`src/hdl/strict_priority_job_queue_core_defines.svh`:
```
// Assertion macros for the strict priority job queue core.
`ifndef STRICT_PRIORITY_JOB_QUEUE_CORE_DEFINES_SVH
`define STRICT_PRIORITY_JOB_QUEUE_CORE_DEFINES_SVH

// Same-cycle implication, disabled while reset is low.
`define SPJQ_ASSERT_NOW(lbl, clk, rst_n, ante, cons) \
    lbl: assert property (@(posedge clk) disable iff (!rst_n) (ante) |-> (cons)) \
        else $error("spjq assertion failed");

// Next-cycle implication, disabled while reset is low.
`define SPJQ_ASSERT_NEXT(lbl, clk, rst_n, ante, cons) \
    lbl: assert property (@(posedge clk) disable iff (!rst_n) (ante) |=> (cons)) \
        else $error("spjq assertion failed");

`endif

```
`src/hdl/spjq_pkg.sv`:
```
// Shared types and constants of the strict priority job queue.
`default_nettype none
package spjq_pkg;

    localparam int CLASS_DEPTH_DEF = 16;
    localparam int CLASS_COUNT_DEF = 3;
    localparam int HANDLE_BITS_DEF = 16;

    localparam int JOB_FIELD_W     = 16;
    localparam int CLASS_FIELD_W   = 2;
    localparam int WAITING_FIELD_W = 6;

    typedef enum logic [1:0] {
        MODE_ADD       = 2'd0,
        MODE_POP_CLASS = 2'd1,
        MODE_POP_TOP   = 2'd2,
        MODE_CLEAR     = 2'd3
    } mode_t;

    typedef enum logic [1:0] {
        STATUS_DONE  = 2'd0,
        STATUS_EMPTY = 2'd1,
        STATUS_FULL  = 2'd2
    } status_t;

    typedef struct packed {
        logic                       found;
        logic [CLASS_FIELD_W-1:0]   served_class;
        status_t                    status;
        logic [WAITING_FIELD_W-1:0] jobs_waiting;
    } res_info_t;

endpackage
`default_nettype wire

```
`src/hdl/spjq_store.sv`:
```
// Handle store: one synchronous RAM holding every class ring.
`default_nettype none
module spjq_store #(
    parameter int DEPTH       = 48,
    parameter int HANDLE_BITS = 16
) (
    input  wire logic                     aclk,
    input  wire logic                     we,
    input  wire logic                     re,
    input  wire logic [$clog2(DEPTH)-1:0] addr,
    input  wire logic [HANDLE_BITS-1:0]   wdata,
    output logic      [HANDLE_BITS-1:0]   rdata
);

    logic [HANDLE_BITS-1:0] mem [DEPTH];

    always_ff @(posedge aclk) begin
        if (we) begin
            mem[addr] <= wdata;
        end
        if (re) begin
            rdata <= mem[addr];
        end
    end

endmodule
`default_nettype wire

```
`src/hdl/spjq_ctrl.sv`:
```
// Per-class ring pointers, fill counts, class pick and store access.
`default_nettype none
module spjq_ctrl #(
    parameter int CLASS_DEPTH = 16,
    parameter int CLASS_COUNT = 3,
    parameter int HANDLE_BITS = 16,
    localparam int ADDR_W     = $clog2(CLASS_COUNT * CLASS_DEPTH)
) (
    input  wire logic                        aclk,
    input  wire logic                        aresetn,
    input  wire logic                        accept,
    input  wire spjq_pkg::mode_t             mode,
    input  wire logic [1:0]                  queue_class,
    input  wire logic [HANDLE_BITS-1:0]      handle,
    output logic                             mem_we,
    output logic                             mem_re,
    output logic      [ADDR_W-1:0]           mem_addr,
    output logic      [HANDLE_BITS-1:0]      mem_wdata,
    output spjq_pkg::res_info_t              res_info
);
    import spjq_pkg::*;

    localparam int SLOT_W = $clog2(CLASS_DEPTH);
    localparam int FILL_W = $clog2(CLASS_DEPTH + 1);
    localparam int CLS_W  = (CLASS_COUNT > 1) ? $clog2(CLASS_COUNT) : 1;
    localparam int TOT_W  = $clog2(CLASS_COUNT * CLASS_DEPTH + 1);

    logic [SLOT_W-1:0] head_reg [CLASS_COUNT];
    logic [SLOT_W-1:0] head_next[CLASS_COUNT];
    logic [SLOT_W-1:0] tail_reg [CLASS_COUNT];
    logic [SLOT_W-1:0] tail_next[CLASS_COUNT];
    logic [FILL_W-1:0] fill_reg [CLASS_COUNT];
    logic [FILL_W-1:0] fill_next[CLASS_COUNT];
    logic [TOT_W-1:0]  total_reg;
    logic [TOT_W-1:0]  total_next;

    logic              in_range;
    logic [CLS_W-1:0]  req_idx;
    logic [CLS_W-1:0]  top_idx;
    logic              top_hit;
    logic [CLS_W-1:0]  sel_idx;
    logic              do_add;
    logic              do_pop;
    logic              full_drop;
    logic [SLOT_W-1:0] slot;

    function automatic logic [SLOT_W-1:0] next_slot(input logic [SLOT_W-1:0] s);
        return (s == SLOT_W'(CLASS_DEPTH - 1)) ? '0 : s + 1'b1;
    endfunction

    always_comb begin
        in_range = int'(queue_class) < CLASS_COUNT;
        req_idx  = CLS_W'(queue_class);

        // Lowest non-empty class wins.
        top_hit = 1'b0;
        top_idx = '0;
        for (int c = CLASS_COUNT - 1; c >= 0; c--) begin
            if (fill_reg[c] != '0) begin
                top_hit = 1'b1;
                top_idx = CLS_W'(c);
            end
        end

        do_add    = 1'b0;
        do_pop    = 1'b0;
        full_drop = 1'b0;
        sel_idx   = req_idx;
        unique case (mode)
            MODE_ADD: begin
                if (in_range && fill_reg[req_idx] != FILL_W'(CLASS_DEPTH)) begin
                    do_add = 1'b1;
                end else begin
                    full_drop = 1'b1;
                end
            end
            MODE_POP_CLASS: begin
                do_pop = in_range && (fill_reg[req_idx] != '0);
            end
            MODE_POP_TOP: begin
                do_pop  = top_hit;
                sel_idx = top_idx;
            end
            MODE_CLEAR: begin
            end
            default: begin
            end
        endcase

        slot      = do_add ? tail_reg[req_idx] : head_reg[sel_idx];
        mem_we    = accept && do_add;
        mem_re    = accept && do_pop;
        mem_addr  = ADDR_W'(sel_idx) * ADDR_W'(CLASS_DEPTH) + ADDR_W'(slot);
        mem_wdata = handle;

        head_next  = head_reg;
        tail_next  = tail_reg;
        fill_next  = fill_reg;
        total_next = total_reg;
        if (mode == MODE_CLEAR) begin
            for (int c = 0; c < CLASS_COUNT; c++) begin
                head_next[c] = '0;
                tail_next[c] = '0;
                fill_next[c] = '0;
            end
            total_next = '0;
        end else if (do_add) begin
            tail_next[req_idx] = next_slot(tail_reg[req_idx]);
            fill_next[req_idx] = fill_reg[req_idx] + 1'b1;
            total_next         = total_reg + 1'b1;
        end else if (do_pop) begin
            head_next[sel_idx] = next_slot(head_reg[sel_idx]);
            fill_next[sel_idx] = fill_reg[sel_idx] - 1'b1;
            total_next         = total_reg - 1'b1;
        end

        res_info.found        = do_pop;
        res_info.served_class = do_pop ? CLASS_FIELD_W'(sel_idx) : '0;
        if (full_drop) begin
            res_info.status = STATUS_FULL;
        end else if ((mode == MODE_POP_CLASS || mode == MODE_POP_TOP) && !do_pop) begin
            res_info.status = STATUS_EMPTY;
        end else begin
            res_info.status = STATUS_DONE;
        end
        res_info.jobs_waiting = WAITING_FIELD_W'(total_next);
    end

    always_ff @(posedge aclk) begin
        if (!aresetn) begin
            for (int c = 0; c < CLASS_COUNT; c++) begin
                head_reg[c] <= '0;
                tail_reg[c] <= '0;
                fill_reg[c] <= '0;
            end
            total_reg <= '0;
        end else if (accept) begin
            head_reg  <= head_next;
            tail_reg  <= tail_next;
            fill_reg  <= fill_next;
            total_reg <= total_next;
        end
    end

endmodule
`default_nettype wire

```
`src/hdl/strict_priority_job_queue_core.sv`:
```
// Top level of the strict priority job queue: stream ports, result stages, checks.
// Keeps CLASS_COUNT FIFO rings of job handles in one synchronous RAM, one ring of
// CLASS_DEPTH entries per class, class 0 served first. Each transaction adds a
// handle, pops from a named class, pops from the lowest-numbered non-empty class,
// or clears all classes, and returns exactly one result. Items are taken one per
// cycle while the output is not blocked: the pointer update happens at acceptance,
// the RAM read returns the next cycle into a pending stage, and an output register
// holds the result until the master side takes it, so a full pipeline of two
// results stalls input only while the output is blocked; a result goes through the
// pending stage, then the output register. No clearing pass is needed after reset.
`default_nettype none
module strict_priority_job_queue_core #(
    parameter int CLASS_DEPTH = spjq_pkg::CLASS_DEPTH_DEF,
    parameter int CLASS_COUNT = spjq_pkg::CLASS_COUNT_DEF,
    parameter int HANDLE_BITS = spjq_pkg::HANDLE_BITS_DEF
) (
    input  wire logic        aclk,
    input  wire logic        aresetn,
    input  wire logic        s_tvalid,
    output logic             s_tready,
    // [1:0] queue_class, [17:2] job_handle, [23:18] zero
    input  wire logic [23:0] s_tdata,
    // [1:0] mode
    input  wire logic [1:0]  s_tuser,
    output logic             m_tvalid,
    input  wire logic        m_tready,
    // [15:0] job_out, [16] found, [18:17] served_class, [20:19] status,
    // [26:21] jobs_waiting, [31:27] zero
    output logic      [31:0] m_tdata
);
    import spjq_pkg::*;

    localparam int ADDR_W = $clog2(CLASS_COUNT * CLASS_DEPTH);

    logic                   accept;
    logic                   advance;
    logic                   mem_we;
    logic                   mem_re;
    logic [ADDR_W-1:0]      mem_addr;
    logic [HANDLE_BITS-1:0] mem_wdata;
    logic [HANDLE_BITS-1:0] mem_rdata;
    logic [HANDLE_BITS+JOB_FIELD_W-1:0] handle_ext;
    logic [HANDLE_BITS+JOB_FIELD_W-1:0] rdata_ext;
    res_info_t              res_info;

    logic                   pend_valid_reg;
    logic                   pend_valid_next;
    res_info_t              pend_info_reg;
    logic                   out_valid_reg;
    logic                   out_valid_next;
    logic [31:0]            out_data_reg;
    logic [JOB_FIELD_W-1:0] job_out;

    assign advance  = pend_valid_reg && (!out_valid_reg || m_tready);
    assign s_tready = !pend_valid_reg || advance;
    assign accept   = s_tvalid && s_tready;

    assign handle_ext = {{HANDLE_BITS{1'b0}}, s_tdata[17:2]};
    assign rdata_ext  = {{JOB_FIELD_W{1'b0}}, mem_rdata};
    assign job_out    = pend_info_reg.found ? rdata_ext[JOB_FIELD_W-1:0] : '0;

    spjq_ctrl #(
        .CLASS_DEPTH (CLASS_DEPTH),
        .CLASS_COUNT (CLASS_COUNT),
        .HANDLE_BITS (HANDLE_BITS)
    ) u_ctrl (
        .aclk        (aclk),
        .aresetn     (aresetn),
        .accept      (accept),
        .mode        (mode_t'(s_tuser)),
        .queue_class (s_tdata[1:0]),
        .handle      (handle_ext[HANDLE_BITS-1:0]),
        .mem_we      (mem_we),
        .mem_re      (mem_re),
        .mem_addr    (mem_addr),
        .mem_wdata   (mem_wdata),
        .res_info    (res_info)
    );

    spjq_store #(
        .DEPTH       (CLASS_COUNT * CLASS_DEPTH),
        .HANDLE_BITS (HANDLE_BITS)
    ) u_store (
        .aclk  (aclk),
        .we    (mem_we),
        .re    (mem_re),
        .addr  (mem_addr),
        .wdata (mem_wdata),
        .rdata (mem_rdata)
    );

    always_comb begin
        pend_valid_next = accept || (pend_valid_reg && !advance);
        out_valid_next  = advance || (out_valid_reg && !m_tready);
    end

    always_ff @(posedge aclk) begin
        if (!aresetn) begin
            pend_valid_reg <= 1'b0;
            out_valid_reg  <= 1'b0;
        end else begin
            pend_valid_reg <= pend_valid_next;
            out_valid_reg  <= out_valid_next;
        end
    end

    // Hold payloads while stalled; RAM data stays put until the next read.
    always_ff @(posedge aclk) begin
        if (accept) begin
            pend_info_reg <= res_info;
        end
        if (advance) begin
            out_data_reg <= {5'b0, pend_info_reg.jobs_waiting, pend_info_reg.status,
                             pend_info_reg.served_class, pend_info_reg.found, job_out};
        end
    end

    assign m_tvalid = out_valid_reg;
    assign m_tdata  = out_data_reg;

`include "strict_priority_job_queue_core_defines.svh"

    `SPJQ_ASSERT_NOW(a_found_done, aclk, aresetn, m_tvalid && m_tdata[16], m_tdata[20:19] == STATUS_DONE)
    `SPJQ_ASSERT_NOW(a_empty_no_job, aclk, aresetn, m_tvalid && m_tdata[20:19] == STATUS_EMPTY, !m_tdata[16] && m_tdata[15:0] == '0)
    `SPJQ_ASSERT_NEXT(a_accept_pends, aclk, aresetn, accept, pend_valid_reg)

endmodule
`default_nettype wire
```
`config.mk`:
```
export PLATFORM = sky130hd
export DESIGN_NAME = strict_priority_job_queue_core
export DESIGN_NICKNAME = d
export VERILOG_FILES = /design/src/hdl/spjq_pkg.sv /design/src/hdl/spjq_store.sv /design/src/hdl/spjq_ctrl.sv /design/src/hdl/strict_priority_job_queue_core.sv
export VERILOG_INCLUDE_DIRS = /design/src /design/src/hdl
export SDC_FILE = /design/constraint.sdc
export NUM_CORES = 1
export LEC_CHECK = 0
export BUFFER_PORTS_ARGS = -buffer_cell sky130_fd_sc_hd__buf_2
export CAP_MARGIN = 25
export CORE_UTILIZATION = 55
export CTS_CLUSTER_DIAMETER = 40
export DETAILED_ROUTE_END_ITERATION = 8
export MAX_ROUTING_LAYER = met4
export PLACE_DENSITY = 0.74
export SYNTH_ARGS = -nofsm -noshare
export SYNTH_HDL_FRONTEND = slang
export SYNTH_SLANG_ARGS = --single-unit
export TNS_END_PERCENT = 30
```
`constraint.sdc`:
```
create_clock -name aclk -period 5.8 [get_ports aclk]
set_clock_uncertainty 0.1 [all_clocks]
set_input_delay 1.16 -clock aclk [delete_from_list [all_inputs] [get_ports aclk]]
set_output_delay 1.16 -clock aclk [all_outputs]
set_load 0.02 [all_outputs]
```
; Word-level counts from Yosys, hierarchy flattened
; Memory sizes are Yosys's and may differ from the RTL's. A register that Yosys moved wholly into a read port is not among the register bits.
; Index checks and enable logic that the tools add are counted.
[totals]
regBits = 85
ram_bits = 768
input_bits = 30
output_inout_bits = 34
word_cells = 125
n_memories = 1
[classes]
addsub = 7
magnitude_cmp = 5
n_eq_ne = 7
n_mux = 53
bitwise = 2
reduce_logical = 32
[memory_table]
columns = memory, depth, width, read_ports, rd_clocked_by_memory_dff, write_ports, line
row1 = u_store.mem, 48, 16, 1, 1, 1, spjq_store.sv:15  ; logic [HANDLE_BITS-1:0] mem [DEPTH];
[op_table]
columns = op, n
row1 = 12-bit 2-to-1 mux, 5
row2 = 15-bit 2-to-1 mux, 3
row3 = 4-bit 2-to-1 mux, 9
row4 = 15-bit bitwise mux, 2
row5 = 5-bit 2-to-1 mux, 6
row6 = 12-bit bitwise mux, 2
row7 = 5-bit binary-select mux with 2-bit select, 2
row8 = 5-bit demux with 2-bit select, 2
row9 = 5-bit nonzero test, 4
row10 = 6-bit 2-to-1 mux, 3
row11 = 4-bit binary-select mux with 2-bit select, 2
row12 = 4-bit demux with 2-bit select, 2
row13 = 1-bit logical AND, 11
row14 = 1-bit 2-to-1 mux, 10
row15 = "4-bit by 1-bit adder with 4-bit output, second input constant", 2
row16 = "4-bit == test, second input constant", 2
row17 = 2-bit 2-to-1 mux, 4
row18 = "6-bit by 1-bit adder with 6-bit output, second input constant", 1
row19 = 6-bit by 4-bit adder with 6-bit output, 1
row20 = "3-bit >= comparator, second input constant", 2
row21 = "3-bit by 1-bit < comparator with 1-bit output, second input constant", 2
row22 = 2-bit NOT with 3-bit output, 2
row23 = "6-bit by 1-bit subtractor with 6-bit output, second input constant", 1
row24 = "5-bit by 1-bit adder with 5-bit output, second input constant", 1
row25 = other kinds (14), 25

; Logic depth before layout (Yosys ltp)
[depth]
depth_word = 15
mapped_depth = 21
ltp_nobuf = 16

; Modules after synthesis
; Synthesis repeated with hierarchy kept, for this count alone.
[unflattened]
hier_cells = 2195
area_unflattened_um2 = 35166.2
[modules_own_cells]
columns = module, instances, cells_each, area_each_um2, seq_area_each_um2
row1 = spjq_store, 1, 1696, 30307.8, 23542.6
row2 = spjq_ctrl, 1, 429, 3484.6, 900.9
row3 = strict_priority_job_queue_core, 1, 70, 1373.8, 1181.1

; Worst setup path after synthesis
; Ideal clock, no wire load.
[synth_path]
path_type = input to register
startpoint = in s_tdata[1]
endpoint = mem u_store.mem[44][0] (enable)
setup_ns = 0.389
arrival_time_ns = 5.062
required_ns = 5.311
path_slack_ns = 0.250
stages = 16
path_buffers = 6
path_cell_list = buf_4 > clkbuf_1 > mux2i_1 > o21ai_0 > inv_1 > ha_1 > o211ai_1 > o311ai_1 > or2_2 > o31a_2 > buf_2 > buf_2 > buf_2 > buf_2 > nand2_1 > nor2_1
[synth_between]
elab_chain_cells = 11
elab_cells_between_ends = 22
cone_classes = add/sub (1) / order compare (1) / eq/ne (1) / mux (15) / bitwise (2) / reduce/logical (2)
[synth_rtl]
columns = item, line
row1 = from (decl), strict_priority_job_queue_core.sv:22  ; input wire logic [23:0] s_tdata,
row2 = "parallel branches: the longest is 11 deep, another holds 6-bit by 4-bit adder with 6-bit output", n/a
row3 = to (decl), spjq_store.sv:15
; Several ways; the timed one is not identified. The select of a mux whose other input is x is not followed.

; Final worst setup path
[layout_path]
startpoint = in s_tdata[1]
endpoint = reg u_store.rdata[0], read port of u_store.mem (data pin)
[layout_between]
elab_chain_cells = 10
elab_cells_between_ends = 23
cone_classes = add/sub (1) / order compare (1) / eq/ne (1) / mux (14) / bitwise (2) / reduce/logical (4)
[layout_rtl]
columns = item, line
row1 = 2-bit NOT with 3-bit output (implied by the code), "spjq_ctrl.sv:71, spjq_ctrl.sv:78, spjq_ctrl.sv:90"
row2 = 5-bit binary-select mux with 2-bit select, "spjq_ctrl.sv:71, spjq_ctrl.sv:78"
row3 = 5-bit 2-to-1 mux (implied by the code) (2 in series), "spjq_ctrl.sv:71, spjq_ctrl.sv:78"
row4 = 5-bit != test, spjq_ctrl.sv:71  ; if (in_range && fill_reg[req_idx] != FILL_W'(CLASS_DEPTH)) begin
row5 = 1-bit logical AND, spjq_ctrl.sv:71
row6 = 1-bit 2-to-1 mux, spjq_ctrl.sv:71
row7 = 1-bit 2-to-1 mux, spjq_ctrl.sv:69  ; unique case (mode)
row8 = 4-bit 2-to-1 mux, spjq_ctrl.sv:90  ; slot = do_add ? tail_reg[req_idx] : head_reg[sel_idx];
row9 = 6-bit by 4-bit adder with 6-bit output, spjq_ctrl.sv:93  ; mem_addr = ADDR_W'(sel_idx) * ADDR_W'(CLASS_DEPTH) + ADDR_W'(slot);
row10 = to (decl), spjq_store.sv:12  ; output logic [HANDLE_BITS-1:0] rdata
; Several ways; a longest one is shown, not always the timed one. The select of a mux whose other input is x is not followed.
; A chain may end at the register's enable or synchronous reset.

==> tab_implementation.tex <==
\begin{tabular}{lr}
\hline
Metric & Value \\
\hline
\multicolumn{2}{l}{\textbf{Status}} \\
Run status & complete, no violations \\
\multicolumn{2}{l}{\textbf{Setup path}} \\
Largest stage delay, worst path & 0.77 ns \\
Element type at the critical path end & register \\
Worst path arrival time & 5.56 ns \\
Cell-by-cell listing of the critical path & buf\_2, mux2i\_1, o21ai\_0, inv\_1, ha\_1, o211ai\_1, o311a\_1, buf\_4, o31ai\_4, nor2\_2, buf\_4, buf\_4, a32oi\_1, a31oi\_1, o21ai\_0, buf\_4, or4b\_1 \\
Crit-path most repeated cell & buf\_4 \\
Worst Setup Path Type & primary input to register \\
CP required & 6.10 ns \\
Crit path max-delay cell type & o31ai\_4 \\
Largest driver fanout on the critical path & 10 \\
Kind of start point of the critical path & primary input \\
\multicolumn{2}{l}{\textbf{Yosys}} \\
Area share of and/or/nand/nor cells after synthesis & 0.0559 \\
Fraction of synthesized cell area in xor and xnor cells & 0.00282 \\
Sequential cell area fraction in the yosys report & 0.749 \\
Count of unique library cells instantiated by Yosys & 75 \\
Compound-gate portion of the synthesized area & 0.122 \\
Number of enable flip-flop cells after synthesis & 822 \\
Most area-consuming cells after synthesis & edfxtp\_1, a22oi\_1, dfxtp\_1 \\
Combinational family with the most area after synthesis & compound AO/OA/AOI/OAI gates \\
Mapped cell area & 34200 um\^{}2 \\
Number of synthesized register bits & 869 \\
Mapped Avg Cell Area & 15.9 um\^{}2 \\
Proportion of register bits with asynchronous set or reset after synthesis & 0 \\
Portion of netlist area occupied by mux cells & 0.0458 \\
Synth area leader & edfxtp\_1 \\
Post-Synthesis Cells & 2153 \\
Area share of fa/ha/maj cells after synthesis & 0.00402 \\
Yosys Warn Count & 0 \\
Synth Flop Type & edfxtp\_1 \\
Area share of the largest cell type after synthesis & 0.722 \\
\multicolumn{2}{l}{\textbf{Die}} \\
Number of cell rows & 91 \\
Die area & 63200 um\^{}2 \\
Die Ht & 251 um \\
Number of ports placed on the die boundary & 64 \\
Die width & 251 um \\
Core region area & 61600 um\^{}2 \\
Effective utilization at floorplan & 0.555 \\
\multicolumn{2}{l}{\textbf{Timing}} \\
Final Hold Violating Endpoints & 0 \\
Number of failing setup endpoints in the final timing report & 0 \\
Minimum clock period after layout & 5.26 ns \\
Worst relative slew slack & 0.266 \\
Setup TNS & 0 ns \\
Final Cycle Share & 0.906 \\
Worst-Margin Slew & 1.10 ns \\
Number of max-slew violations in the final report & 0 \\
Peak Freq & 190 MHz \\
Setup repair after global routing missed its margin & no \\
\multicolumn{2}{l}{\textbf{Layout}} \\
Flip-flop count of the largest register after layout & 768 \\
Multi-input logic area & 8010 um\^{}2 \\
Most flops, register & u\_store.mem \\
Final standard cell utilization of the core & 0.667 \\
Layout-stage area growth over the synthesis result & 20.1\% \\
Footprint of the flip-flops and latches & 25600 um\^{}2 \\
Final layout net count & 2468 \\
Fraction of layout instances using a drive strength above 1 & 0.228 \\
Number of filler cells placed in the layout & 4028 \\
\multicolumn{2}{l}{\textbf{Detailed routing}} \\
Drt via density & 6.56 \\
Total number of vias & 22000 \\
Detailed-routing wirelength on met1 & 34.7 mm \\
Count of nets left with antenna violations after detail routing & 0 \\
Iteration count of the initial detailed-routing pass & 7 \\
Highest metal used & met4 \\
Total wire length after detailed routing & 93.4 mm \\
Routed length on met3 & 11.4 mm \\
Number of design rule violations left after detail routing & 0 \\
Routed length on met2 & 44.4 mm \\
Detailed-route wire length per cell & 27.9 um \\
Drt first-iter violations & 3071 \\
\multicolumn{2}{l}{\textbf{Global route}} \\
Maximum number of pins on one net before global-route repair & 49 \\
Number of antenna violations at the first check in global routing & 1 \\
Vias in the first global route & 21600 \\
Total congestion overflow after global routing & 0 \\
Gr usage total & 0.306 \\
First-pass GRT wire length & 137 mm \\
\multicolumn{2}{l}{\textbf{Pwr}} \\
Maximum VDD drop & 0.207 mV \\
Pwr dens & 355 nW/um\^{}2 \\
Cell leakage power & 13.8 nW \\
\multicolumn{2}{l}{\textbf{Job}} \\
Max capacitance violation total & 0 \\
\multicolumn{2}{l}{\textbf{Clock tree}} \\
CTS tree & yes \\
Sinks on Clock Net & 869 \\
Clock tree buffer depth & 3 \\
TritonCTS buffer count & 107 \\
H-Tree Level Count & 3 \\
Worst skew pair latency & 0.67 ns \\
Setup bufs post-CTS & 0 \\
CTS clk-pin slew, worst paths & 0.06 ns \\
CTS Hold Buffers Added & 0 \\
Master cell of the clock root buffer & clkbuf\_16 \\
PostCTS Resize Cnt & 0 \\
\multicolumn{2}{l}{\textbf{Min path}} \\
Class of the tightest hold or removal check & register to register \\
\multicolumn{2}{l}{\textbf{Placed design}} \\
Port Buffer Count & 52 \\
Gp weighted congestion & 0.940 \\
DPL Wire Length & 58.1 mm \\
\hline
\end{tabular}
[layout make-up]
cell class                 count  share of cell area
sequential                   869               0.624
clock buffer                 115              0.0669
multi-input combinational   1136               0.195
tap                          837              0.0255
clock inverter                82              0.0204
timing repair buffer         294              0.0668
antenna                        1           0.0000609
inverter                      19             0.00174
[report_power, final]
group / leakage [nW] / internal [mW] / switching, mW
Sequential: 7.80 / 6.91 / 0.0221
Combinational: 4.21 / 0.368 / 0.684
Clock: 1.75 / 3.90 / 2.70
[synth_stat cells, drive strengths merged (6+ instances only)]
cell type / n
edfxtp: 822
a22oi: 164
nand2: 138
nor2: 104
buf: 81
mux2i: 76
mux2: 71
a221oi: 66
o21ai: 62
a21oi: 58
clkbuf: 52
dfxtp: 47
nor2b: 34
nand3: 31
nand4: 25
a31oi: 24
o22ai: 24
o211ai: 20
and2: 19
inv: 18
nor3: 17
o221ai: 17
o2bb2ai: 14
o211a: 13
ha: 11
a221o: 10
a22o: 10
nand2b: 10
o21a: 9
a32oi: 8
a41oi: 8
xnor2: 8
a222oi: 7
a21boi: 6
[kinds of logic after synthesis]
kind of cell | after synthesis
mux | 147
buf+inv | 152
xor+xnor | 11
fa+ha+maj | 11
other cells | 1
flops | 869
simple gates | 399
compound gates | 563
[worst max-delay path, delay by kind of cell]
family	cells	cell delay (ns)
and+or+nand+nor	2	0.73
buffers and inverters	6	1.15
adders and majority gates	1	0.15
muxes	1	0.22
AOI/OAI and AO/OA	7	2.13
[final timing paths]
path	startpoint	end	slack [ns]	cells after the start
min reg2reg	pend_info_reg[8]	m_tdata[17]	0.32	0
max	s_tdata[1]	u_store.rdata[0]	0.54	17
max reg2reg	u_ctrl.fill_reg[7]	u_store.rdata[0]	0.98	13
min	pend_info_reg[8]	m_tdata[17]	0.32	0
[cell usage in the layout, fill, tap and decap left out, types with 16 or more instances in the layout]
cell type	count
a21oi_1	58
mux2i_1	75
and2_1	19
buf_2	52
nor2b_1	33
dfxtp_1	47
mux2_2	69
inv_1	18
nand4_1	25
clkbuf_16	109
buf_4	189
o22ai_1	24
a22oi_1	164
nor2_1	101
o221ai_1	17
o21ai_0	58
o211ai_1	20
a31oi_1	24
nand3_1	31
nand2_1	138
buf_12	51
clkinv_2	16
edfxtp_1	822
a221oi_1	66
[through the flow]
| step | std cells | hold slack, ns | instance area [um^2] | power (mW) | setup WS (ns) |
|---|---|---|---|---|---|
| 2_1_floorplan | 2157 | 0.300 | 34200 | 7.55 | 0.250 |
| 3_3_place_gp | 3151 | 0.303 | 37400 | 8.05 | 0.00230 |
| 3_5_place_dp | 3152 | 0.307 | 37400 | 8.08 | -0.0687 |
| 4_1_cts | 3349 | 0.322 | 41000 | 14.6 | 0.621 |
| 5_1_grt | 3353 | 0.335 | 41100 | 14.9 | 0.454 |
| 6_report | 3353 | 0.320 | 41100 | 14.6 | 0.545 |
[routing by layer]
| metal | track usage | up-vias |
|---|---|---|
| met3 | 0.0601 | 227 |
| met2 | 0.476 | 1612 |
| li1 | - | 9275 |
| met1 | 0.404 | 10900 |
| met4 | 0.107 | 0 |
| met5 | - | - |
Power figures use the tool's default switching activity.
